===== src/design/assert_macros.svh =====
// Assertion macros shared by the debounce and click detector modules.
`ifndef ASSERT_MACROS_SVH
`define ASSERT_MACROS_SVH

// Checks that an expression holds at every clock edge outside reset.
`define BDC_ASSERT_ALWAYS(lbl, clk, rst_n, expr) \
	lbl: assert property (@(posedge clk) disable iff (!rst_n) (expr)) \
		else $error("assertion failed");

// Checks that a consequent holds in the same cycle as its antecedent.
`define BDC_ASSERT_IMPL(lbl, clk, rst_n, ante, cons) \
	lbl: assert property (@(posedge clk) disable iff (!rst_n) (ante) |-> (cons)) \
		else $error("assertion failed");

// Checks that a consequent holds in the cycle after its antecedent.
`define BDC_ASSERT_NEXT(lbl, clk, rst_n, ante, cons) \
	lbl: assert property (@(posedge clk) disable iff (!rst_n) (ante) |=> (cons)) \
		else $error("assertion failed");

`endif


===== src/design/bdc_pkg.sv =====
// Package with types and constants of the button debounce and click detector.
`timescale 1ns / 1ps
package bdc_pkg;

	localparam int TIME_W      = 32;
	localparam int MS_W        = 16;
	localparam int CFG_ADDR_W  = 3;
	localparam int CFG_DATA_W  = 16;
	localparam int CLICK_W     = 8;
	localparam int FIFO_DEPTH  = 4;

	localparam logic [CLICK_W-1:0] CLICK_LIMIT = 8'd2;
	localparam logic [CLICK_W-1:0] CLICK_MAX   = 8'd255;

	localparam logic [MS_W-1:0] DEBOUNCE_RST = 16'd50;
	localparam logic [MS_W-1:0] LONG_RST     = 16'd1000;
	localparam logic [MS_W-1:0] WINDOW_RST   = 16'd400;

	localparam logic [CFG_ADDR_W-1:0] CFG_WIRED_TO_HIGH    = 3'd0;
	localparam logic [CFG_ADDR_W-1:0] CFG_NORMALLY_CLOSED  = 3'd1;
	localparam logic [CFG_ADDR_W-1:0] CFG_DEBOUNCE_MS      = 3'd2;
	localparam logic [CFG_ADDR_W-1:0] CFG_LONG_PRESS_MS    = 3'd3;
	localparam logic [CFG_ADDR_W-1:0] CFG_REPEAT_WINDOW_MS = 3'd4;

	typedef enum logic [2:0] {
		EV_NONE     = 3'd0,
		EV_PRESSED  = 3'd1,
		EV_LONG     = 3'd2,
		EV_RELEASED = 3'd3,
		EV_REPEAT   = 3'd4,
		EV_CLICK    = 3'd5,
		EV_DOUBLE   = 3'd6
	} bdc_event_t;

	typedef struct packed {
		logic       level;
		bdc_event_t event_res;
		logic       last;
	} bdc_res_t;

	typedef struct packed {
		logic     valid;
		logic     two;
		bdc_res_t r0;
		bdc_res_t r1;
	} bdc_push_t;

endpackage


===== src/design/bdc_ifs.sv =====
// Channel interfaces for samples, results and configuration writes.
`timescale 1ns / 1ps
interface bdc_in_if;
	logic                       valid;
	logic                       ready;
	logic                       pin_level;
	logic [bdc_pkg::TIME_W-1:0] now_ms;
	modport source (output valid, output pin_level, output now_ms, input ready);
	modport sink (input valid, input pin_level, input now_ms, output ready);
endinterface

interface bdc_out_if;
	logic       valid;
	logic       ready;
	logic       level;
	logic [2:0] event_res;
	logic       last;
	modport source (output valid, output level, output event_res, output last, input ready);
	modport sink (input valid, input level, input event_res, input last, output ready);
endinterface

interface bdc_cfg_if;
	logic                           valid;
	logic                           ready;
	logic [bdc_pkg::CFG_ADDR_W-1:0] addr;
	logic [bdc_pkg::CFG_DATA_W-1:0] data;
	modport source (output valid, output addr, output data, input ready);
	modport sink (input valid, input addr, input data, output ready);
endinterface


===== src/design/bdc_core.sv =====
// Input register, configuration registers, debounce state and event decision.
`timescale 1ns / 1ps
`include "assert_macros.svh"
module bdc_core (
	input  logic                           clk,
	input  logic                           arst_n,
	input  logic                           in_valid,
	output logic                           in_ready,
	input  logic                           in_pin_level,
	input  logic [bdc_pkg::TIME_W-1:0]     in_now_ms,
	input  logic                           cfg_valid,
	input  logic [bdc_pkg::CFG_ADDR_W-1:0] cfg_addr,
	input  logic [bdc_pkg::CFG_DATA_W-1:0] cfg_data,
	input  logic                           room,
	output bdc_pkg::bdc_push_t             push
);
	import bdc_pkg::*;

	logic              valid_s1;
	logic              pin_s1;
	logic [TIME_W-1:0] now_s1;

	logic              wired_q;
	logic              nc_q;
	logic [MS_W-1:0]   debounce_q;
	logic [MS_W-1:0]   long_q;
	logic [MS_W-1:0]   window_q;

	logic               prev_q;
	logic               stable_q;
	logic [TIME_W-1:0]  since_q;
	logic [TIME_W-1:0]  press_q;
	logic [TIME_W-1:0]  release_q;
	logic [CLICK_W-1:0] click_q;

	logic               fire;
	logic               cur;
	logic               changed;
	logic               back;
	logic               stable_d;
	logic               settled;
	logic [TIME_W-1:0]  since_d;
	logic [TIME_W-1:0]  press_b;
	logic [TIME_W-1:0]  release_b;
	logic [TIME_W-1:0]  press_d;
	logic [TIME_W-1:0]  release_d;
	logic [CLICK_W-1:0] click_u;
	logic [CLICK_W-1:0] click_d;
	logic [TIME_W-1:0]  held;
	logic [TIME_W-1:0]  gap;
	logic               a_v;
	bdc_event_t         a_ev;
	logic               b_v;
	logic               k_v;
	bdc_event_t         k_ev;
	logic               pressed;

	assign fire     = valid_s1 && room;
	assign in_ready = !valid_s1 || fire;

	always_ff @(posedge clk or negedge arst_n) begin
		if (!arst_n) begin
			valid_s1 <= 1'b0;
		end else if (in_ready) begin
			valid_s1 <= in_valid;
		end
	end

	always_ff @(posedge clk) begin
		if (in_ready && in_valid) begin
			pin_s1 <= in_pin_level;
			now_s1 <= in_now_ms;
		end
	end

	always_ff @(posedge clk or negedge arst_n) begin
		if (!arst_n) begin
			wired_q    <= 1'b0;
			nc_q       <= 1'b0;
			debounce_q <= DEBOUNCE_RST;
			long_q     <= LONG_RST;
			window_q   <= WINDOW_RST;
		end else if (cfg_valid) begin
			unique case (cfg_addr)
				CFG_WIRED_TO_HIGH:    wired_q    <= cfg_data[0];
				CFG_NORMALLY_CLOSED:  nc_q       <= cfg_data[0];
				CFG_DEBOUNCE_MS:      debounce_q <= cfg_data;
				CFG_LONG_PRESS_MS:    long_q     <= cfg_data;
				CFG_REPEAT_WINDOW_MS: window_q   <= cfg_data;
				default: ;
			endcase
		end
	end

	always_comb begin
		cur       = pin_s1 ^ wired_q ^ nc_q;
		changed   = cur != prev_q;
		back      = !changed && (now_s1 < since_q);
		since_d   = (changed || back) ? now_s1 : since_q;
		press_b   = back ? now_s1 : press_q;
		release_b = back ? now_s1 : release_q;
		if (changed) begin
			stable_d = 1'b0;
		end else if (!back && ((now_s1 - since_q) > {16'd0, debounce_q})) begin
			stable_d = 1'b1;
		end else begin
			stable_d = stable_q;
		end
		settled   = !changed && stable_d;
		held      = now_s1 - press_b;
		click_u   = (click_q < CLICK_MAX) ? click_q + 8'd1 : click_q;
		press_d   = press_b;
		release_d = release_b;
		click_d   = click_q;
		a_v       = 1'b0;
		a_ev      = EV_NONE;
		b_v       = 1'b0;
		k_v       = 1'b0;
		k_ev      = EV_NONE;
		pressed   = 1'b0;
		if (settled) begin
			if (cur) begin
				if (press_b < release_b) begin
					pressed = 1'b1;
					click_d = click_u;
					press_d = now_s1;
					a_v     = 1'b1;
					a_ev    = EV_PRESSED;
				end else if (held > {16'd0, long_q}) begin
					a_v  = 1'b1;
					a_ev = EV_LONG;
				end
			end else if (press_b >= release_b) begin
				release_d = now_s1;
				a_v       = 1'b1;
				a_ev      = EV_RELEASED;
				b_v       = click_q > CLICK_LIMIT;
			end
			gap = pressed ? '0 : held;
			if (click_d != 8'd0 && gap > {16'd0, window_q}) begin
				if (click_d == 8'd1) begin
					k_v  = 1'b1;
					k_ev = EV_CLICK;
				end else if (click_d == CLICK_LIMIT) begin
					k_v  = 1'b1;
					k_ev = EV_DOUBLE;
				end
				click_d = 8'd0;
			end
		end else begin
			gap = held;
		end
	end

	always_comb begin
		push.valid        = fire;
		push.two          = a_v && (b_v || k_v);
		push.r0.level     = cur;
		push.r1.level     = cur;
		push.r0.event_res = a_v ? a_ev : (k_v ? k_ev : EV_NONE);
		push.r1.event_res = b_v ? EV_REPEAT : k_ev;
		push.r0.last      = !(a_v && (b_v || k_v));
		push.r1.last      = 1'b1;
	end

	always_ff @(posedge clk or negedge arst_n) begin
		if (!arst_n) begin
			prev_q    <= 1'b0;
			stable_q  <= 1'b0;
			since_q   <= '0;
			press_q   <= '0;
			release_q <= '0;
			click_q   <= '0;
		end else if (fire) begin
			prev_q    <= cur;
			stable_q  <= stable_d;
			since_q   <= since_d;
			press_q   <= press_d;
			release_q <= release_d;
			click_q   <= click_d;
		end
	end

	`BDC_ASSERT_IMPL(a_two_last, clk, arst_n, push.valid && push.two, !push.r0.last)
	`BDC_ASSERT_IMPL(a_press_level, clk, arst_n,
		push.valid && push.r0.event_res == EV_PRESSED, push.r0.level)
	`BDC_ASSERT_NEXT(a_change_unstable, clk, arst_n, fire && changed, !stable_q)

endmodule


===== src/design/bdc_out_fifo.sv =====
// Result queue: takes one or two results per cycle, sends one when ready.
`timescale 1ns / 1ps
`include "assert_macros.svh"
module bdc_out_fifo (
	input  logic               clk,
	input  logic               arst_n,
	input  bdc_pkg::bdc_push_t push,
	output logic               room,
	output logic               out_valid,
	input  logic               out_ready,
	output bdc_pkg::bdc_res_t  out_res
);
	import bdc_pkg::*;

	localparam int PTR_W = $clog2(FIFO_DEPTH);
	localparam int CNT_W = PTR_W + 1;

	bdc_res_t         mem_q [FIFO_DEPTH];
	logic [PTR_W-1:0] wr_q;
	logic [PTR_W-1:0] rd_q;
	logic [CNT_W-1:0] cnt_q;
	logic             pop;
	logic [CNT_W-1:0] n_push;
	logic [PTR_W-1:0] wr_nx;

	assign room      = cnt_q <= CNT_W'(FIFO_DEPTH - 2);
	assign out_valid = cnt_q != '0;
	assign out_res   = mem_q[rd_q];
	assign pop       = out_valid && out_ready;
	assign n_push    = push.valid ? (push.two ? CNT_W'(2) : CNT_W'(1)) : '0;
	assign wr_nx     = wr_q + PTR_W'(1);

	always_ff @(posedge clk) begin
		if (push.valid) begin
			mem_q[wr_q] <= push.r0;
			if (push.two) begin
				mem_q[wr_nx] <= push.r1;
			end
		end
	end

	always_ff @(posedge clk or negedge arst_n) begin
		if (!arst_n) begin
			wr_q  <= '0;
			rd_q  <= '0;
			cnt_q <= '0;
		end else begin
			wr_q  <= wr_q + n_push[PTR_W-1:0];
			if (pop) begin
				rd_q <= rd_q + PTR_W'(1);
			end
			cnt_q <= cnt_q + n_push - (pop ? CNT_W'(1) : CNT_W'(0));
		end
	end

	`BDC_ASSERT_ALWAYS(a_cnt_bound, clk, arst_n, cnt_q <= CNT_W'(FIFO_DEPTH))
	`BDC_ASSERT_IMPL(a_push_room, clk, arst_n, push.valid, room)
	`BDC_ASSERT_NEXT(a_pop_count, clk, arst_n, pop && !push.valid,
		cnt_q == $past(cnt_q) - CNT_W'(1))

endmodule


===== src/design/button_debounce_click_detector_top.sv =====
// Top level of the button debounce and click detector.
`timescale 1ns / 1ps
// Usage: each transaction on in_ch carries one raw pin sample and its
// millisecond timestamp. For every sample the block sends one or two
// transactions on out_ch with the corrected level and an event code; the
// last flag marks the final one of the sample.
// Configuration writes arrive on cfg_ch, which is always ready; register
// addresses follow the register list. The user must see that registers are
// written only while idle; the block itself does not enforce this.
// A sample is taken into the input register, then decided and written into
// the result queue once it has room; the queue offers its results on out_ch.
// Throughput: one sample per cycle while each sample yields one result and
// the receiver is ready; two results of one sample share the single output
// port, so the output port sets the rate of one result per cycle.
// Reset clears the debounce state, the click count and the result queue,
// and loads the default delays.
// When the receiver stalls, up to four results wait in the queue and the
// input register holds one sample; in_ch then drops ready.
module button_debounce_click_detector_top (
	input  logic clk,
	input  logic arst_n,
	bdc_in_if.sink     in_ch,
	bdc_out_if.source  out_ch,
	bdc_cfg_if.sink    cfg_ch
);
	import bdc_pkg::*;

	logic      room;
	bdc_push_t push;
	bdc_res_t  res;

	assign cfg_ch.ready = 1'b1;

	bdc_core u_core (
		.clk          (clk),
		.arst_n       (arst_n),
		.in_valid     (in_ch.valid),
		.in_ready     (in_ch.ready),
		.in_pin_level (in_ch.pin_level),
		.in_now_ms    (in_ch.now_ms),
		.cfg_valid    (cfg_ch.valid),
		.cfg_addr     (cfg_ch.addr),
		.cfg_data     (cfg_ch.data),
		.room         (room),
		.push         (push)
	);

	bdc_out_fifo u_fifo (
		.clk       (clk),
		.arst_n    (arst_n),
		.push      (push),
		.room      (room),
		.out_valid (out_ch.valid),
		.out_ready (out_ch.ready),
		.out_res   (res)
	);

	assign out_ch.level     = res.level;
	assign out_ch.event_res = res.event_res;
	assign out_ch.last      = res.last;

endmodule


===== src/flat_wrapper.sv =====
// flat-port wrapper written by rule: the top's interface ports become plain ports
module button_debounce_click_detector_top_flat import bdc_pkg::*;
  (clk, arst_n, in_ch_valid, in_ch_pin_level, in_ch_now_ms, in_ch_ready, out_ch_valid, out_ch_level, out_ch_event_res, out_ch_last, out_ch_ready, cfg_ch_valid, cfg_ch_addr, cfg_ch_data, cfg_ch_ready);
  bdc_in_if in_ch_i ();
  bdc_out_if out_ch_i ();
  bdc_cfg_if cfg_ch_i ();
  input  logic clk;
  input  logic arst_n;
  input wire logic [$bits(in_ch_i.valid)-1:0] in_ch_valid;
  input wire logic [$bits(in_ch_i.pin_level)-1:0] in_ch_pin_level;
  input wire logic [$bits(in_ch_i.now_ms)-1:0] in_ch_now_ms;
  output wire logic [$bits(in_ch_i.ready)-1:0] in_ch_ready;
  output wire logic [$bits(out_ch_i.valid)-1:0] out_ch_valid;
  output wire logic [$bits(out_ch_i.level)-1:0] out_ch_level;
  output wire logic [$bits(out_ch_i.event_res)-1:0] out_ch_event_res;
  output wire logic [$bits(out_ch_i.last)-1:0] out_ch_last;
  input wire logic [$bits(out_ch_i.ready)-1:0] out_ch_ready;
  input wire logic [$bits(cfg_ch_i.valid)-1:0] cfg_ch_valid;
  input wire logic [$bits(cfg_ch_i.addr)-1:0] cfg_ch_addr;
  input wire logic [$bits(cfg_ch_i.data)-1:0] cfg_ch_data;
  output wire logic [$bits(cfg_ch_i.ready)-1:0] cfg_ch_ready;
  assign in_ch_i.valid = in_ch_valid;
  assign in_ch_i.pin_level = in_ch_pin_level;
  assign in_ch_i.now_ms = in_ch_now_ms;
  assign in_ch_ready = in_ch_i.ready;
  assign out_ch_valid = out_ch_i.valid;
  assign out_ch_level = out_ch_i.level;
  assign out_ch_event_res = out_ch_i.event_res;
  assign out_ch_last = out_ch_i.last;
  assign out_ch_i.ready = out_ch_ready;
  assign cfg_ch_i.valid = cfg_ch_valid;
  assign cfg_ch_i.addr = cfg_ch_addr;
  assign cfg_ch_i.data = cfg_ch_data;
  assign cfg_ch_ready = cfg_ch_i.ready;
  button_debounce_click_detector_top u_core (.clk(clk), .arst_n(arst_n), .in_ch(in_ch_i), .out_ch(out_ch_i), .cfg_ch(cfg_ch_i));
endmodule

===== config.mk =====
export PLATFORM = sky130hd
export DESIGN_NAME = button_debounce_click_detector_top_flat
export DESIGN_NICKNAME = d
export VERILOG_FILES = /design/src/design/bdc_pkg.sv /design/src/design/bdc_ifs.sv /design/src/design/bdc_core.sv /design/src/design/bdc_out_fifo.sv /design/src/design/button_debounce_click_detector_top.sv /design/src/flat_wrapper.sv
export VERILOG_INCLUDE_DIRS = /design/src /design/src/design
export SDC_FILE = /design/constraint.sdc
export NUM_CORES = 1
export LEC_CHECK = 0
export ABC_CLOCK_PERIOD_IN_PS = 10000
export CAP_MARGIN = 0
export CORE_MARGIN = 2
export CORE_UTILIZATION = 57
export CTS_CLUSTER_SIZE = 40
export DETAILED_ROUTE_END_ITERATION = 8
export DONT_BUFFER_PORTS = 1
export PLACE_DENSITY = 0.72
export SETUP_SLACK_MARGIN = 0.15
export SLEW_MARGIN = 5
export SYNTH_ARGS = -nofsm -noshare
export SYNTH_HDL_FRONTEND = slang
export SYNTH_SLANG_ARGS = --single-unit

===== constraint.sdc =====
create_clock -name clk -period 10 [get_ports clk]
set_input_delay 0.5 -clock clk [delete_from_list [all_inputs] [get_ports clk]]
set_output_delay 0.5 -clock clk [all_outputs]
set_load 0.05 [all_outputs]

* Word level (Yosys, flattened, before mapping) *
Memories as Yosys holds them, arrays and structs flattened.
Index checks and enable logic that the tools add are counted.

storage, ports and cells
  word-level logic and storage cells = 120
  input port bits = 57
  output and inout port bits = 8
  register bits = 197
  memory bits (writable) = 20
  memories = 1

memory list
  memory               depth  width  read ports  clocked after memory_dff  wr ports  line                source
  u_core.u_fifo.mem_q  4      5      1           0                         2         bdc_out_fifo.sv:18  bdc_res_t mem_q [FIFO_DEPTH];

operators by class
  bitwise logic cells = 2
  reduce and logical (&&, ||, !) cells = 25
  mux-type cells = 51
  order comparisons = 9
  add/sub/neg operators = 8
  equal/unequal tests = 7

operator list
  cell                                                            count
  two-way mux 32 bit                                              9
  > comparator 32 x 16 -> 1 bit                                   3
  less-than comparator 32 bit                                     2
  subtractor 32 bit                                               2
  two-way mux 8 bit                                               5
  greater-or-equal comparator 32 bit                              1
  two-way mux 3 bit                                               9
  two-way mux 1 bit                                               23
  AND reduction 2 bit                                             7
  two-way mux 2 bit                                               5
  adder 8 x 1 -> 8 bit, second input constant                     1
  equality test 8 x 1 -> 1 bit, second input constant             1
  equality test 8 x 2 -> 1 bit, second input constant             1
  > comparator 8 x 2 -> 1 bit, second input constant              1
  logical AND 1 bit                                               8
  less-than comparator 8 bit, second input constant               1
  nonzero test 8 bit                                              1
  equality test 3 x 2 -> 1 bit, second input constant             2
  adder 2 x 1 -> 2 bit, second input constant                     2
  logical NOT 1 bit                                               4
  adder 3 x 2 -> 3 bit                                            1
  equality test 3 x 1 -> 1 bit, second input constant             1
  equality test 3 bit, second input constant                      1
  less-or-equal comparator 3 x 2 -> 1 bit, second input constant  1
  other kinds (7)                                                 10

* Longest topological paths before layout *
  depth after elaboration = 22
  mapped depth = 44
  gate-level depth less buffers = 43

* By module *
From an unflattened synthesis, not the netlist that was laid out.

unflattened totals
  cell total of the unflattened synthesis = 1,736
  area total of the unflattened synthesis = 16,325.7 um2

by module, submodules not included
  module                              seq. area each (um2)  instances  area an instance (um2)  cells an instance
  bdc_core                            4,934.7               1          14,905.5                1,641
  bdc_out_fifo                        775.7                 1          1,408.9                 93
  button_debounce_click_detector_top  0.0                   1          11.3                    2

* Worst setup path before layout *
OpenSTA, ideal clock, no wires.

  kind = register -> register
  start point = reg u_core.u_core.now_s1[0]
  end point = reg u_core.u_fifo.cnt_q[2]
  path buffers = 3
  arrival time = 8.450 ns
  setup slack = 1.427 ns
  clock period less this slack = 8.573 ns
  setup time = 0.123 ns
  required time = 9.877 ns
  stages on the path, launching flop included = 43
  path through = edfxtp_1 -> inv_1 -> ha_1 -> inv_1 -> fa_1 -> a211oi_1 -> nor3_2 -> o21ai_2 -> a211oi_4 -> nor2_2 -> clkbuf_1 -> mux2i_1 -> inv_1 -> ha_1 -> nand2_1 -> nor3_1 -> o221ai_1 -> a32oi_1 -> [7 not listed] -> a21o_1 -> a21oi_1 -> nor2b_1 -> o21ai_0 -> nand2b_1 -> o21ai_0 -> a21oi_1 -> o31ai_1 -> nand4_1 -> a21boi_2 -> o21ai_1 -> ha_1 -> inv_1 -> ha_1 -> inv_1 -> fa_1 -> xor2_1 -> xnor2_1

between the ends
  cells in the longest elaborated chain, start to end = 18
  elaborated cells between the ends (all ways) = 45
  classes of those cells = add/sub (4); order compare (6); eq/ne (2); mux (25); reduce/logical (8)

ends and longest elaborated chain
  item                                                                line                              source
  start, declared                                                     bdc_core.sv:21                    logic [TIME_W-1:0] now_s1;
  start signal, assigned                                              bdc_core.sv:72                    now_s1 <= in_now_ms;
  less-than comparator 32 bit                                         bdc_core.sv:98                    back = !changed && (now_s1 < since_q);
  logical AND 1 bit                                                   bdc_core.sv:98
  two-way mux 32 bit, on equally long branches                        bdc_core.sv:100, bdc_core.sv:101
  less-than comparator 32 bit                                         bdc_core.sv:123                   if (press_b < release_b) begin
  two-way mux 1 bit or two-way mux 8 bit (tied branches)              bdc_core.sv:123
  two-way mux 1 bit or two-way mux 8 bit (tied branches)              bdc_core.sv:122                   if (cur) begin
  two-way mux 1 bit or two-way mux 8 bit (tied branches)              bdc_core.sv:121                   if (settled) begin
  two-way mux 32 bit or equality test 8 x 2 -> 1 bit (tied branches)  bdc_core.sv:139, bdc_core.sv:144
  > comparator 32 x 16 -> 1 bit or two-way mux 1 bit (tied branches)  bdc_core.sv:140, bdc_core.sv:144
  logical AND 1 bit or two-way mux 1 bit (tied branches)              bdc_core.sv:140, bdc_core.sv:141
  two-way mux 1 bit                                                   bdc_core.sv:140                   if (click_d != 8'd0 && gap > {16'd0, window_q}) begin
  two-way mux 1 bit                                                   bdc_core.sv:121
  logical OR 1 bit                                                    bdc_core.sv:157                   push.two = a_v && (b_v || k_v);
  logical AND 1 bit (*)                                               bdc_core.sv:157
  two-way mux 2 bit (*) (2 in a row)                                  bdc_out_fifo.sv:30                assign n_push = push.valid ? (push.two ? CNT_W'(2) : CNT_W'(1)) : '0;
  adder 3 x 2 -> 3 bit (*)                                            bdc_out_fifo.sv:52                cnt_q <= cnt_q + n_push - (pop ? CNT_W'(1) : CNT_W'(0));
  subtractor 3 x 1 -> 3 bit (*)                                       bdc_out_fifo.sv:52
  end signal, assigned                                                bdc_out_fifo.sv:52
  end, declared                                                       bdc_out_fifo.sv:21                logic [CNT_W-1:0] cnt_q;

Every way passes the cells marked *; elsewhere a longest branch is shown, timed or not. The select of a mux whose other input is x is not followed.
A chain may end at the register's enable or synchronous reset.

* Worst setup path in the final report *
Ends and elaborated chain as after synthesis.

==> results.json <==
{
  "cts_max_path_buffers": 3,
  "tritoncts_clock_tree": "built",
  "critPathKind": "flop to flop",
  "synth_fp_nets": 1932,
  "crit_buf_inv": 7,
  "max_slew.worst_pin.slew_ns": 1.15,
  "detail_route.wirelength_microns": 42300,
  "die_ar_sq_mm": 0.0294,
  "post-route-min-period_ns": 9.19,
  "final_layout_size_suffix_gt1_frac": 0.137,
  "clk-insertion-delay-late_ns": 0.55,
  "initial_core_util": 0.578,
  "setup_repair_after_global_routing_missed_its_margin": "no",
  "number_of_antenna_violations_at_the_first_check_in_global_routing": 1,
  "max_cap_violations": 0,
  "core_area_sq_mm": 0.0277,
  "route.detailed.drc": 0,
  "synth.distinct_cells": 97,
  "critical_path.slowest_cell": "sky130_fd_sc_hd__a211oi_1",
  "clk_root_buffer_cell": "sky130_fd_sc_hd__clkbuf_16",
  "route.detailed.wl_per_inst_microns": 20.1,
  "regToRegEndpoint": "u_core.u_fifo.cnt_q[2]",
  "synth_top_area_share": 0.238,
  "clkTransAtPathRegs_ns": 0.06,
  "fin_tns_setup_ns": 0,
  "final.hold.worst_slack_ns": -0.0980,
  "drt_iter0_drc": 1008,
  "timing.critical_path.arrival_ns": 9.62,
  "final_net_count": 1915,
  "postRouteAntennaNets": 0,
  "postSynth.asyncResetShare": 0.756,
  "ios": 65,
  "timing_hold_violations_final": 15,
  "netlist_area_before_placement_sq_mm": 0.0160,
  "htree_levels": 1,
  "count_of_input_and_output_buffers": 0,
  "post_placement_worst_setup_slack_ns": 0.820,
  "postLayoutSetupSlackWorst_ns": 0.811,
  "seq_area_frac_synth": 0.354,
  "min_period_over_period": 0.919,
  "placement.cell_area_sq_mm": 0.0164,
  "post_synth_main_area_contributors": "sky130_fd_sc_hd__dfrtp_1 24%, sky130_fd_sc_hd__ha_1 11%, sky130_fd_sc_hd__edfxtp_1 9.2%, sky130_fd_sc_hd__mux2_2 8.1%, sky130_fd_sc_hd__nand2_1 4.5%",
  "total_gr_overflow": 0,
  "tritoncts_buffers": 26,
  "failed_checks": "negative hold slack",
  "syn-mean-instance-area_sq_um": 9.28,
  "cp_max_fo": 23,
  "timing.critical_path.slowest_cell_delay_ns": 0.46,
  "synth_area_leader_cell": "sky130_fd_sc_hd__dfrtp_1",
  "hold_path.class": "primary input to asynchronous set/reset pin",
  "via_count": 13000,
  "ys_seq_elements": 217,
  "report.final.slew_viol_count": 0,
  "number_of_global_route_vias_before_repair": 12600,
  "fin_area_sq_mm": 0.0174,
  "worst_setup_path_end_kind": "flop",
  "outcome": "complete, but fails checks",
  "worst_r2r_path_depth": 42,
  "critical_path_required_ns": 10.44,
  "critical_path.top_delay_family": "compound AO/OA/AOI/OAI gates",
  "synth.yosys.warnings": 0,
  "post_drt_via_cell_ratio": 6.16,
  "fp.dieH_microns": 172,
  "globalRouteTotalUtil": 0.291,
  "synth-edff-count": 49,
  "num_rows": 61,
  "grt_pass1_wl_microns": 67800,
  "max_clock_freq_mhz": 109,
  "synthCells": 1725,
  "cp-start-kind": "flop",
  "grt_start_max_net_pins": 165,
  "ff2ff_setup_slack_ns": 0.81,
  "dominantRegCellSynth": "sky130_fd_sc_hd__dfrtp_1",
  "fp.dieW_microns": 172,
  "post_dp_hpwl_microns": 32300,
  "cts_num_sinks": 217,
  "finalClockSkew_ns": 0.0135,
  "worst_case_headroom_to_the_max_slew_limit": 0.229,
  "rr_startpoint": "u_core.u_core.now_s1[0]",
  "path_common_cell": "sky130_fd_sc_hd__ha_1",
  "first_pass_iters": 5,
  "gpl.final_weighted_congestion": 0.967,
  "area_growth_pct": 8.41,
  "setup_violations_final": 0
}
cells by family (layout without fill, tap and decap cells):
kind of cell,after synthesis,in the layout,synth area share
compound gates,446,446,0.184
xor+xnor,56,56,0.0317
fa+ha+maj,150,150,0.119
buf+inv,209,212,0.0503
flops,217,217,0.354
mux,157,157,0.111
other cells,1,2,0.000234
simple gates,489,489,0.150
synthesized netlist by cell type, types with 14 or more instances:
library cell and instances:
sky130_fd_sc_hd__nand2b_1 17, sky130_fd_sc_hd__dfrtp_1 152, sky130_fd_sc_hd__nand3_1 35, sky130_fd_sc_hd__nand2_1 191
sky130_fd_sc_hd__a211oi_1 14, sky130_fd_sc_hd__nand4_1 37, sky130_fd_sc_hd__edfxtp_1 49, sky130_fd_sc_hd__nor3_1 27
sky130_fd_sc_hd__mux2_2 115, sky130_fd_sc_hd__and2_1 28, sky130_fd_sc_hd__nor2_1 73, sky130_fd_sc_hd__mux2i_1 37
sky130_fd_sc_hd__o211ai_1 16, sky130_fd_sc_hd__xnor2_1 27, sky130_fd_sc_hd__a21o_1 41, sky130_fd_sc_hd__clkbuf_1 51
sky130_fd_sc_hd__a21boi_0 20, sky130_fd_sc_hd__inv_1 142, sky130_fd_sc_hd__a21oi_1 123, sky130_fd_sc_hd__o21a_1 23
sky130_fd_sc_hd__ha_1 147, sky130_fd_sc_hd__nor2b_1 15, sky130_fd_sc_hd__xor2_1 28, sky130_fd_sc_hd__o21ai_0 100
per-layer routing:
metal,GRT usage,routed length (microns)
met5,0,0
met1,0.412,19600
met3,0.0389,2380
met4,0.0715,1170
met2,0.475,19200
sequential cells by signal, indices dropped and copies added (netlist names), 16 cells and up:
register and count:
u_core.u_core.debounce_q 16, u_core.u_core.since_q 32, u_core.u_fifo.mem_q 20, u_core.u_core.release_q 32
u_core.u_core.long_q 16, u_core.u_core.now_s1 32, u_core.u_core.press_q 32, u_core.u_core.window_q 16
stage by stage:
| step | util | cells |
|---|---|---|
| 2_1_floorplan | - | 1725 |
| 3_3_place_gp | 0.591 | 2052 |
| 3_5_place_dp | 0.591 | 2052 |
| 4_1_cts | 0.624 | 2101 |
| 5_1_grt | 0.626 | 2106 |
| 6_report | 0.626 | 2107 |
layout make-up:
class	instances	area [sq um]
diodes	1	2.50
flip-flops and latches	217	5670
multi-input cells	1299	9580
well taps	378	473
repair buffers	21	190
inverters	143	537
clock inverters	16	170
clock buffers	32	724
fillers	2357	10400
cells in the final DEF (no fill, tap or decap), types with 14 or more instances in the layout:
master	count
sky130_fd_sc_hd__nand3_1	35
sky130_fd_sc_hd__nand2b_1	17
sky130_fd_sc_hd__a21boi_0	20
sky130_fd_sc_hd__dfrtp_1	152
sky130_fd_sc_hd__nor3_1	26
sky130_fd_sc_hd__o21a_1	23
sky130_fd_sc_hd__nand4_1	37
sky130_fd_sc_hd__edfxtp_1	49
sky130_fd_sc_hd__mux2_2	115
sky130_fd_sc_hd__ha_1	147
sky130_fd_sc_hd__clkbuf_16	27
sky130_fd_sc_hd__and2_1	27
sky130_fd_sc_hd__buf_4	19
sky130_fd_sc_hd__inv_1	142
sky130_fd_sc_hd__nor2_1	72
sky130_fd_sc_hd__xor2_1	28
sky130_fd_sc_hd__o211ai_1	16
sky130_fd_sc_hd__mux2i_1	37
sky130_fd_sc_hd__nor2b_1	15
sky130_fd_sc_hd__xnor2_1	27
sky130_fd_sc_hd__o21ai_0	100
sky130_fd_sc_hd__a21o_1	41
sky130_fd_sc_hd__nand2_1	190
sky130_fd_sc_hd__a211oi_1	14
sky130_fd_sc_hd__a21oi_1	121
how the worst max path moves through the flow:
stage / startpoint / to / cells past startpoint
after floorplan: u_core.u_core.now_s1[0] / u_core.u_fifo.cnt_q[2] / 42
after global placement: u_core.u_core.now_s1[0] / u_core.u_fifo.cnt_q[2] / 42
after detailed placement: u_core.u_core.now_s1[0] / u_core.u_fifo.cnt_q[2] / 42
after CTS: u_core.u_core.now_s1[0] / u_core.u_fifo.cnt_q[2] / 42
after global routing: u_core.u_core.now_s1[0] / u_core.u_fifo.cnt_q[2] / 42
final: u_core.u_core.now_s1[0] / u_core.u_fifo.cnt_q[2] / 42
timing repair:
| item | in CTS | in global routing |
|---|---|---|
| hold endpoints to repair | 164 | 0 |
| hold buffers | 1 | 0 |
| endpoints found under the setup margin | 0 | 1 |
| setup buffers | 0 | 5 |
| resized for setup | 0 | 1 |
Power is not shown: default switching activity piles up to over one toggle a cycle in this logic, so the estimate is an artifact.
